$ cat src/cdq_pkg.sv
`timescale 1ns / 1ps
// shared constants, codes, types and pointer helpers for the circular deque ring
package cdq_pkg;

	localparam int DEPTH  = 16;
	localparam int PTR_W  = (DEPTH > 1) ? $clog2(DEPTH) : 1;
	localparam int DATA_W = 32;
	localparam int CMD_W  = 2;
	localparam int STAT_W = 2;
	localparam int IN_W   = 40;
	localparam int OUT_W  = 40;

	localparam logic [CMD_W-1:0] CMD_PUSH_BACK  = 2'd0;
	localparam logic [CMD_W-1:0] CMD_PUSH_FRONT = 2'd1;
	localparam logic [CMD_W-1:0] CMD_POP_BACK   = 2'd2;
	localparam logic [CMD_W-1:0] CMD_POP_FRONT  = 2'd3;

	localparam logic [STAT_W-1:0] ST_DONE  = 2'd0;
	localparam logic [STAT_W-1:0] ST_FULL  = 2'd1;
	localparam logic [STAT_W-1:0] ST_EMPTY = 2'd2;

	// controller to datapath
	typedef struct packed {
		logic load_in;
		logic exec;
		logic capture_rd;
		logic load_out;
	} ctl_cmd_t;

	// datapath to controller
	typedef struct packed {
		logic pop_go;
		logic out_free;
	} dp_stat_t;

	function automatic logic [PTR_W-1:0] ptr_inc(input logic [PTR_W-1:0] p);
		logic [PTR_W-1:0] r;
		if (p == PTR_W'(DEPTH - 1)) begin
			r = '0;
		end else begin
			r = p + PTR_W'(1);
		end
		return r;
	endfunction

	function automatic logic [PTR_W-1:0] ptr_dec(input logic [PTR_W-1:0] p);
		logic [PTR_W-1:0] r;
		if (p == '0) begin
			r = PTR_W'(DEPTH - 1);
		end else begin
			r = p - PTR_W'(1);
		end
		return r;
	endfunction

endpackage

$ cat src/cdq_ram.sv
`timescale 1ns / 1ps
// generic ram, one write port and one registered read port
module cdq_ram #(
	parameter int WIDTH = 32,
	parameter int DEPTH = 16
) (
	input  logic                                         clk,
	input  logic                                         we,
	input  logic [((DEPTH > 1) ? $clog2(DEPTH) : 1)-1:0] waddr,
	input  logic [WIDTH-1:0]                             wdata,
	input  logic                                         re,
	input  logic [((DEPTH > 1) ? $clog2(DEPTH) : 1)-1:0] raddr,
	output logic [WIDTH-1:0]                             rdata
);

	logic [WIDTH-1:0] mem [DEPTH];

	always_ff @(posedge clk) begin
		if (we) begin
			mem[waddr] <= wdata;
		end
		if (re) begin
			rdata <= mem[raddr];
		end
	end

endmodule

$ cat src/cdq_ctrl.sv
`timescale 1ns / 1ps
// sequencer for the deque: accept, execute, read wait, result load
module cdq_ctrl (
	input  logic              clk,
	input  logic              arst_n,
	input  logic              s_tvalid,
	output logic              s_tready,
	input  cdq_pkg::dp_stat_t stat,
	output cdq_pkg::ctl_cmd_t cmd
);

	typedef enum logic [3:0] {
		S_IDLE   = 4'b0001,
		S_EXEC   = 4'b0010,
		S_READ   = 4'b0100,
		S_RESULT = 4'b1000
	} state_t;

	state_t state_q, state_d;

	always_comb begin
		state_d  = state_q;
		s_tready = 1'b0;
		cmd      = '0;
		case (state_q)
			S_IDLE: begin
				s_tready    = 1'b1;
				cmd.load_in = s_tvalid;
				if (s_tvalid) begin
					state_d = S_EXEC;
				end
			end
			S_EXEC: begin
				cmd.exec = 1'b1;
				state_d  = stat.pop_go ? S_READ : S_RESULT;
			end
			S_READ: begin
				cmd.capture_rd = 1'b1;
				state_d        = S_RESULT;
			end
			S_RESULT: begin
				// wait for the output register to be free
				if (stat.out_free) begin
					cmd.load_out = 1'b1;
					state_d      = S_IDLE;
				end
			end
			default: begin
				state_d = S_IDLE;
			end
		endcase
	end

	always_ff @(posedge clk or negedge arst_n) begin
		if (!arst_n) begin
			state_q <= S_IDLE;
		end else begin
			state_q <= state_d;
		end
	end

endmodule

$ cat src/cdq_dpath.sv
`timescale 1ns / 1ps
// deque datapath: pointers, ring store, result and output registers
module cdq_dpath (
	input  logic                         clk,
	input  logic                         arst_n,
	input  logic [cdq_pkg::IN_W-1:0]     s_tdata,
	output logic                         m_tvalid,
	input  logic                         m_tready,
	output logic [cdq_pkg::OUT_W-1:0]    m_tdata,
	input  cdq_pkg::ctl_cmd_t            cmd,
	output cdq_pkg::dp_stat_t            stat
);

	logic [cdq_pkg::CMD_W-1:0]  cmd_q;
	logic [cdq_pkg::DATA_W-1:0] item_q;
	logic [cdq_pkg::PTR_W-1:0]  back_q, front_q;
	logic [cdq_pkg::STAT_W-1:0] res_status_q;
	logic [cdq_pkg::DATA_W-1:0] res_popped_q;
	logic                       out_valid_q;
	logic [cdq_pkg::DATA_W-1:0] out_popped_q;
	logic [cdq_pkg::STAT_W-1:0] out_status_q;
	logic                       out_empty_q, out_full_q;

	logic                       is_push, is_full, is_empty, push_ok, pop_ok;
	logic [cdq_pkg::PTR_W-1:0]  back_inc, front_inc, wr_addr, rd_addr;
	logic [cdq_pkg::STAT_W-1:0] status_d;
	logic [cdq_pkg::DATA_W-1:0] rd_data;

	assign back_inc  = cdq_pkg::ptr_inc(back_q);
	assign front_inc = cdq_pkg::ptr_inc(front_q);
	assign is_push   = (cmd_q == cdq_pkg::CMD_PUSH_BACK) || (cmd_q == cdq_pkg::CMD_PUSH_FRONT);
	assign is_empty  = (back_q == front_q);
	assign is_full   = (back_inc == front_q);
	assign push_ok   = is_push && !is_full;
	assign pop_ok    = !is_push && !is_empty;

	assign wr_addr = (cmd_q == cdq_pkg::CMD_PUSH_BACK) ? back_inc : front_q;
	assign rd_addr = (cmd_q == cdq_pkg::CMD_POP_BACK) ? back_q : front_inc;

	always_comb begin
		if (is_push) begin
			status_d = is_full ? cdq_pkg::ST_FULL : cdq_pkg::ST_DONE;
		end else begin
			status_d = is_empty ? cdq_pkg::ST_EMPTY : cdq_pkg::ST_DONE;
		end
	end

	assign stat.pop_go   = pop_ok;
	assign stat.out_free = !out_valid_q || m_tready;

	cdq_ram #(
		.WIDTH(cdq_pkg::DATA_W),
		.DEPTH(cdq_pkg::DEPTH)
	) u_ring (
		.clk  (clk),
		.we   (cmd.exec && push_ok),
		.waddr(wr_addr),
		.wdata(item_q),
		.re   (cmd.exec && pop_ok),
		.raddr(rd_addr),
		.rdata(rd_data)
	);

	// pointers and output valid
	always_ff @(posedge clk or negedge arst_n) begin
		if (!arst_n) begin
			back_q      <= '0;
			front_q     <= '0;
			out_valid_q <= 1'b0;
		end else begin
			if (cmd.exec) begin
				if (push_ok) begin
					if (cmd_q == cdq_pkg::CMD_PUSH_BACK) begin
						back_q <= back_inc;
					end else begin
						front_q <= cdq_pkg::ptr_dec(front_q);
					end
				end else if (pop_ok) begin
					if (cmd_q == cdq_pkg::CMD_POP_BACK) begin
						back_q <= cdq_pkg::ptr_dec(back_q);
					end else begin
						front_q <= front_inc;
					end
				end
			end
			if (cmd.load_out) begin
				out_valid_q <= 1'b1;
			end else if (m_tready) begin
				out_valid_q <= 1'b0;
			end
		end
	end

	// payload registers
	always_ff @(posedge clk) begin
		if (cmd.load_in) begin
			cmd_q  <= s_tdata[cdq_pkg::CMD_W-1:0];
			item_q <= s_tdata[cdq_pkg::CMD_W +: cdq_pkg::DATA_W];
		end
		if (cmd.exec) begin
			res_status_q <= status_d;
			res_popped_q <= '0;
		end else if (cmd.capture_rd) begin
			res_popped_q <= rd_data;
		end
		if (cmd.load_out) begin
			// flags reflect the pointers after the operation
			out_popped_q <= res_popped_q;
			out_status_q <= res_status_q;
			out_empty_q  <= is_empty;
			out_full_q   <= is_full;
		end
	end

	assign m_tvalid = out_valid_q;
	assign m_tdata  = {4'd0, out_full_q, out_empty_q, out_status_q, out_popped_q};

endmodule

$ cat src/circular_deque_ring.sv
`timescale 1ns / 1ps
// Double-ended queue in a ring of cdq_pkg::DEPTH slots holding up to DEPTH-1 words. Each input
// word is one command: push back, push front, pop back or pop front; every command returns one
// result word with the popped value (zero unless a pop succeeded), a status (done, push rejected
// full, pop rejected empty) and the empty and full flags after the command. Rejected commands
// leave the deque unchanged. The sequencer steps through accept, execute and result load for
// every command, and a successful pop adds a read step between execute and result load for the
// registered read of the ring memory. A result waiting in the output register does not stop the
// next command from being accepted; a command only waits in its result step while the previous
// result has not been taken.
module circular_deque_ring (
	input  logic                      clk,
	input  logic                      arst_n,
	input  logic                      s_tvalid,
	output logic                      s_tready,
	input  logic [cdq_pkg::IN_W-1:0]  s_tdata,   // cmd[1:0], item_value[33:2], zero[39:34]
	output logic                      m_tvalid,
	input  logic                      m_tready,
	output logic [cdq_pkg::OUT_W-1:0] m_tdata    // popped_value[31:0], status[33:32],
	                                             // now_empty[34], now_full[35], zero[39:36]
);

	cdq_pkg::ctl_cmd_t ctl;
	cdq_pkg::dp_stat_t stat;

	cdq_ctrl u_ctrl (
		.clk     (clk),
		.arst_n  (arst_n),
		.s_tvalid(s_tvalid),
		.s_tready(s_tready),
		.stat    (stat),
		.cmd     (ctl)
	);

	cdq_dpath u_dpath (
		.clk     (clk),
		.arst_n  (arst_n),
		.s_tdata (s_tdata),
		.m_tvalid(m_tvalid),
		.m_tready(m_tready),
		.m_tdata (m_tdata),
		.cmd     (ctl),
		.stat    (stat)
	);

endmodule

$ cat config.mk
export PLATFORM = sky130hd
export DESIGN_NAME = circular_deque_ring
export DESIGN_NICKNAME = d
export VERILOG_FILES = /design/src/cdq_pkg.sv /design/src/cdq_ram.sv /design/src/cdq_ctrl.sv /design/src/cdq_dpath.sv /design/src/circular_deque_ring.sv
export SDC_FILE = /design/constraint.sdc
export NUM_CORES = 1
export LEC_CHECK = 0
export BUFFER_PORTS_ARGS = -buffer_cell sky130_fd_sc_hd__buf_2
export CORE_ASPECT_RATIO = 0.6
export CORE_MARGIN = 2
export CORE_UTILIZATION = 60
export DETAILED_ROUTE_END_ITERATION = 12
export PLACE_DENSITY = 0.8
export SLEW_MARGIN = 20
export SYNTH_ARGS = -nofsm -noshare
export SYNTH_HDL_FRONTEND = slang
export SYNTH_SLANG_ARGS = --single-unit
export TNS_END_PERCENT = 1
$ cat constraint.sdc
create_clock -name clk -period 4.85 [get_ports clk]
set_input_delay 0.97 -clock clk [delete_from_list [all_inputs] [get_ports clk]]
set_output_delay 0.97 -clock clk [all_outputs]
set_load 0.05 [all_outputs]
==> results of run 1 <==
==> cells in the mapped netlist (3+ instances only) <==
master	count	share of area, %
edfxtp_1	616	75
mux4_2	127	12
nand2_1	113	1.7
a22oi_1	64	1.9
a21oi_1	40	0.81
nor2_1	38	0.58
dfxtp_1	32	2.6
clkbuf_1	27	0.41
buf_2	19	0.38
buf_4	18	0.55
dfrtp_1	12	1.2
inv_1	10	0.15
o21ai_0	7	0.14
and2_1	6	0.15
o211ai_1	6	0.18
xnor2_1	6	0.21
and3_1	5	0.13
nor2b_1	5	0.13
nor3_1	5	0.10
ha_1	4	0.20
mux2i_1	4	0.16
nand3b_1	4	0.12
a211oi_1	3	0.091
a31oi_1	3	0.076
nand2b_1	3	0.076
nand3_1	3	0.061
==> area by class of cell <==
class                   instances  area [µm²]  area share, %
clock inverters                30         235          0.852
inverters                      10        37.5          0.136
well taps                     531         664           2.41
flip-flops and latches        661       19500           70.5
multi-input cells             480        5060           18.3
repair buffers                111         721           2.61
clock buffers                  72        1440           5.21
==> path summary, 6_finish.rpt <==
kind                                               from                         to  slack [ns]  cells after the start
min in group clk                u_dpath.res_status_q[0]    u_dpath.out_status_q[0]        0.42                      0
worst max-delay path                  u_dpath.back_q[0]  u_dpath.u_ring.mem[13][9]        0.96                      8
worst min-delay path                             arst_n          u_ctrl.state_q[1]        0.27                      1
max in group asynchronous                        arst_n          u_ctrl.state_q[0]        4.29                      1
worst min register to register  u_dpath.res_status_q[0]    u_dpath.out_status_q[0]        0.42                      0
worst max register to register        u_dpath.back_q[0]  u_dpath.u_ring.mem[13][9]        0.96                      8
==> worst reg2reg max path, cell delays in order, from the launching register on <==
cell	delay [ns]
dfrtp_1	0.53
ha_1	0.36
and3_1	0.23
and2_1	0.19
o31ai_4	0.46
o21ai_4	0.16
or3b_1	0.59
nor2_4	0.70
buf_4	0.37
==> cell families (layout without fill, tap and decap cells) <==
logic type,Yosys count,after routing
DFF,661,661
and+or+nand+nor,194,194
AOI/OAI and AO/OA,137,137
muxes,132,132
buffers and inverters,76,223
xor gates and xnor gates,9,9
adders and majority gates,4,4
other,1,4
==> registers in the layout, indices dropped and copies added, names as in the netlist <==
signal and cells:
u_dpath.u_ring.mem 512, u_dpath.item_q 32, u_dpath.front_q 4, u_ctrl.state_q 4, u_dpath.out_empty_q 1, u_dpath.out_status_q 2, u_dpath.res_status_q 2, u_dpath.out_popped_q 32
u_dpath.cmd_q 2, u_dpath.out_full_q 1, u_dpath.back_q 4, u_dpath.res_popped_q 32, u_dpath.u_ring.rdata 32, u_dpath.m_tvalid 1
==> power by group through the flow <==
stage | sequential (mW) | combinational (mW) | clock, mW
floorplan | 7.32 | 3.80 | 0
global placement | 7.45 | 4.83 | 0
detailed placement | 7.49 | 4.99 | 0
CTS | 7.38 | 5.08 | 4.25
global route | 7.44 | 5.42 | 4.46
finish | 7.39 | 5.05 | 4.20
==> routing by layer <==
metal,vias up,GRT usage [%],share of wire [%]
li1,5118,-,-
met5,-,0,0
met3,65,5.29,10
met2,743,38.9,47
met1,6384,38.2,41
met4,0,5.77,1.7
==> stage by stage <==
stage	std cells	area (µm²)
floorplan	1217	24700
global placement	1791	25900
detailed placement	1793	25900
CTS	1895	27600
global route	1895	27600
finish	1895	27600
==> flow_summary_export.csv, run 1 <==
group,metric,value,unit
outcome,status,"completed",
placement,dpl_worst_slack,0.988,ns
setup_path,critPathKind,"reg2reg",
setup_path,worstPathMaxFanout,18,
setup_path,crit_required,5.14,ns
power,leakage,8.90,nW
detailed_routing,drt_iter0_markers,1788,
sta,hold_viol,0,
die,io_pins,86,
grt,grt_pass1_vias,12400,
detailed_routing,drc,0,
layout,fin_util,68.1,%
sta,maxSlewViolCount,0,
power,pwr_density_cell,602,nW/µm²
grt,gr-total-overflow,0,
detailed_routing,drtPass1Iterations,5,
sta,finalCriticalPeriod,3.89,ns
die,fp.dieW,266,µm
sta,setup_viol,0,
layout,fin_nets,1366,
yosys,synth_compound_area_share,3.88,%
layout,fillCellCount,2432,
sta,rsz0062_at_grt,"false",
sta,hold_slack,0.272,ns
cts,hold_buffers,0,
power,finalPower,16.6,mW
job,drv_cap,0,
power,power.internal,11.5,mW
power,p_sw_share,30.9,%
sta,timing.fmax,257,MHz
yosys,synthMuxAreaShare,11.8,%
grt,gr-usage-all-layers,25.3,%
yosys,yosys.cell_types.count,56,
power,irDropWorstVdd,0.422,mV
cts,cts.sinks,661,
detailed_routing,ant_nets,0,
detailed_routing,routedWlPerCell,27.9,µm
power,power.switching,5.15,mW
yosys,synthAdderAreaFrac,0.202,%
setup_path,worstPathArrival,4.18,ns
setup_path,end_kind,"flip-flop",
grt,grt_start_max_net_pins,59,
cts,clk_pin_slew_worst_paths,0.07,ns
die,fp.dieH,161,µm
sta,fin_ws,0.957,ns
cts,cts_resized,0,
hold_path,hold_path_class,"in2async",
sta,slew_headroom,28.6,%
layout,final_common_cell,"edfxtp_1",
layout,antenna_cells,0,
setup_path,path_cells,"ha_1 -> and3_1 -> and2_1 -> o31ai_4 -> o21ai_4 -> or3b_1 -> nor2_4 -> buf_4",
sta,tightestPinTransition,1.07,ns
setup_path,critPathTopFamily,"simple AND/OR/NAND/NOR gates",
yosys,synth_area,24700,µm²
setup_path,cp_slowest_cell,"nor2_4",
setup_path,slowest_delay,0.70,ns
setup_path,cp-start-kind,"flip-flop",
detailed_routing,wirelength,52.8,mm
yosys,yosys.area_share.simple,3.50,%
cts,cts_buffer_depth,3,
layout,layout-drive-gt1-share,25.1,%
yosys,synth_top_family_by_area,"multiplexers",
placement,globalplace.congestion,0.840,
yosys,yosys_warnings,0,
yosys,yosys_most_used_dff,"edfxtp_1",
cts,clockRootBuffer,"clkbuf_16",
grt,grt_pass1_wl,79.1,mm
setup_path,crit_buf_inv,1,
yosys,netlist_instances,1214,
die,rows,57,
sta,finalCritPeriodShare,80.3,%
yosys,synth_edf_count,616,
cts,cts_inserted_buffers,54,
detailed_routing,vias_per_cell,6.50,
die,core,40600,µm²
yosys,synth.avg_cell_area,20.4,µm²
yosys,synthXorXnorAreaFrac,0.349,%
sta,finClkSkew,0.0152,ns
power,clockPowerShare,25.3,%
yosys,synth_seq_cells,661,
grt,antenna_found_initial,0,
placement,io_buffers,75,
cts,clk-insertion-delay-late,0.60,ns
cts,cts_setup_buffers,0,
die,initial_utilization,60.9,%
yosys,yosysSeqAreaShare,78.7,%
cts,cts_tree,"done",
power,p_seq_share,44.4,%
layout,syn2layout_area_growth,11.7,%
sta,fin_tns_setup,0,ns
power,p_comb_share,30.3,%
placement,hpwl,28.1,mm
yosys,synthArstFlopShare,1.97,%
die,dieArea,42900,µm²
layout,final_cell_mix,"edfxtp_1 (616), mux4_2 (127), nand2_1 (113), buf_2 (75), a22oi_1 (64)",
cts,htree_levels,2,
detailed_routing,vias,12300,
Note: power is estimated with default switching activity, not from simulation.
==> run 2: changes to the inputs <==
CORE_UTILIZATION = 55   (was 60)
PLACE_DENSITY = 0.78   (was 0.8)
clock period = 3.3 ns   (was 4.85 ns; I/O delays follow)
==> flow_summary_export.csv, run 2 (synthesized netlist as in run 1, its figures left out) <==
group,metric,value,unit
cts,cts.sinks,661,
hold_path,holdPathStages,2,
layout,final_common_cell,"edfxtp_1",
setup_path,critPathTopFamily,"simple AND/OR/NAND/NOR gates",
detailed_routing,routedWlPerCell,26.6,µm
cts,clk-insertion-delay-late,0.59,ns
die,dieArea,46700,µm²
power,irDropWorstVdd,0.647,mV
setup_path,slowest_delay,0.52,ns
outcome,status,"completed",
die,core,44600,µm²
detailed_routing,vias,12300,
sta,hold_viol,0,
setup_path,critPathKind,"reg2reg",
cts,clk_pin_slew_worst_paths,0.06,ns
die,io_pins,86,
placement,io_buffers,75,
die,rows,60,
setup_path,regToRegEndpoint,"u_dpath.u_ring.mem[9][17]",
sta,finalCriticalPeriod,3.09,ns
grt,grt_start_max_net_pins,43,
sta,slew_headroom,48.1,%
setup_path,rrSetupSlack,0.21,ns
sta,tightestPinTransition,0.779,ns
cts,cts_setup_buffers,0,
cts,cts_tree,"done",
cts,htree_levels,2,
sta,timing.fmax,324,MHz
grt,grt_pass1_vias,12500,
layout,final_cell_mix,"edfxtp_1 (616), mux4_2 (127), nand2_1 (113), buf_2 (75), a22oi_1 (64)",
detailed_routing,drt_iter0_markers,1651,
detailed_routing,drc,0,
layout,multiInputGateArea,5060,µm²
cts,cts_resized,0,
placement,globalplace.congestion,0.813,
hold_path,worst_hold_path.endpoint,"u_ctrl.state_q[0]",
setup_path,worstPathMaxFanout,13,
layout,syn2layout_area_growth,14.4,%
detailed_routing,drtPass1Iterations,5,
detailed_routing,wirelength,52.6,mm
layout,final-seq-area,19500,µm²
cts,clockRootBuffer,"clkbuf_16",
detailed_routing,ant_nets,0,
layout,antenna_cells,0,
layout,fin_nets,1390,
placement,hpwl,29.0,mm
detailed_routing,vias_per_cell,6.25,
setup_path,crit_required,3.56,ns
sta,fin_tns_setup,0,ns
layout,largest_reg_flops,512,
setup_path,worstPathArrival,3.35,ns
cts,cts_inserted_buffers,55,
power,leakage,9.13,nW
setup_path,crit_buf_inv,1,
grt,grt_pass1_wl,79.1,mm
layout,largest-register,"u_dpath.u_ring.mem",
die,initial_utilization,55.4,%
die,fp.dieH,168,µm
job,drv_cap,0,
hold_path,hp-start,"s_tvalid",
power,pwr_density_cell,882,nW/µm²
layout,finalNonFillerCells,1974,
placement,placed_cell_area,26500,µm²
setup_path,r2r_start,"u_dpath.back_q[0]",
layout,layout-drive-gt1-share,26.7,%
grt,gr-usage-all-layers,23.0,%
setup_path,end_kind,"flip-flop",
sta,finClkSkew,0.00873,ns
placement,dp_cells,1872,
grt,antenna_found_initial,0,
sta,rsz0062_at_grt,"false",
setup_path,worstRegToRegCells,8,
setup_path,cp-start-kind,"flip-flop",
grt,gr-total-overflow,0,
hold_path,hold_path_class,"in2reg",
setup_path,path_cells,"ha_1 -> and3_1 -> and2_1 -> o31ai_4 -> o21ai_4 -> or3_1 -> nor2_4 -> buf_4",
layout,final_area,28300,µm²
sta,setup_viol,0,
sta,maxSlewViolCount,0,
cts,cts_buffer_depth,3,
setup_path,cp_slowest_cell,"or3_1",
die,fp.dieW,278,µm
layout,fillCellCount,2951,
sta,finalCritPeriodShare,93.7,%
## run 2: report_power, final
group / switching [mW] / leakage (nW) / internal (mW)
registers: 0.599 / 5.99 / 10.2
clock network: 2.85 / 0.832 / 3.48
logic: 4.11 / 2.31 / 3.68
## run 2: per-stage QoR
| stage | total power, mW | hold slack, ns | setup WS [ns] | util, % |
|---|---|---|---|---|
| after global routing | 26.0 | 0.221 | 0.0986 | 63.4 |
| after floorplan | 16.3 | 0.364 | -0.473 | - |
| after CTS | 25.0 | 0.220 | 0.243 | 63.3 |
| after global placement | 18.5 | 0.402 | 0.342 | 59.5 |
| final | 24.9 | 0.238 | 0.209 | 63.4 |
| after detailed placement | 18.7 | 0.412 | 0.265 | 59.5 |
## run 2: repair_timing
action / in CTS / in global routing
hold buffers: 1 / 0
setup endpoints to repair: 0 / 0
endpoints found under the hold margin: 12 / 0
## run 2: layout make-up
class | instances | share of cell area [%]
clock buffers | 69 | 5.09
clock inverters | 31 | 0.987
inverters | 10 | 0.133
multi-input cells | 480 | 17.9
flip-flops and latches | 661 | 68.8
well taps | 589 | 2.61
repair buffers | 134 | 4.43
## run 2: how the worst max path moves through the flow
stage / endpoint / start / slack, ns / cells after the start
after floorplan: u_dpath.u_ring.mem[0][0] / u_dpath.back_q[0] / -0.47 / 7
after global placement: u_dpath.u_ring.mem[0][17] / u_dpath.back_q[0] / 0.34 / 8
after detailed placement: u_dpath.u_ring.mem[9][17] / u_dpath.back_q[0] / 0.26 / 8
after CTS: u_dpath.u_ring.mem[9][17] / u_dpath.back_q[0] / 0.24 / 8
after global routing: u_dpath.u_ring.mem[8][16] / u_dpath.back_q[0] / 0.1 / 8
final: u_dpath.u_ring.mem[9][17] / u_dpath.back_q[0] / 0.21 / 8
## run 2: worst reg2reg max path: stages, from the launching register on
cell and delay (ns):
dfrtp_1 0.38, ha_1 0.29, and3_1 0.25, and2_1 0.20
o31ai_4 0.48, o21ai_4 0.10, or3_1 0.52, nor2_4 0.22
buf_4 0.31
## run 2: routing by layer
metal | track usage (%) | vias to the layer above | wire length (µm)
met2 | 35.7 | 666 | 24600
met3 | 4.47 | 79 | 4890
met4 | 5.36 | 0 | 971
li1 | - | 5172 | -
met1 | 34.3 | 6427 | 22100
met5 | 0 | - | 0
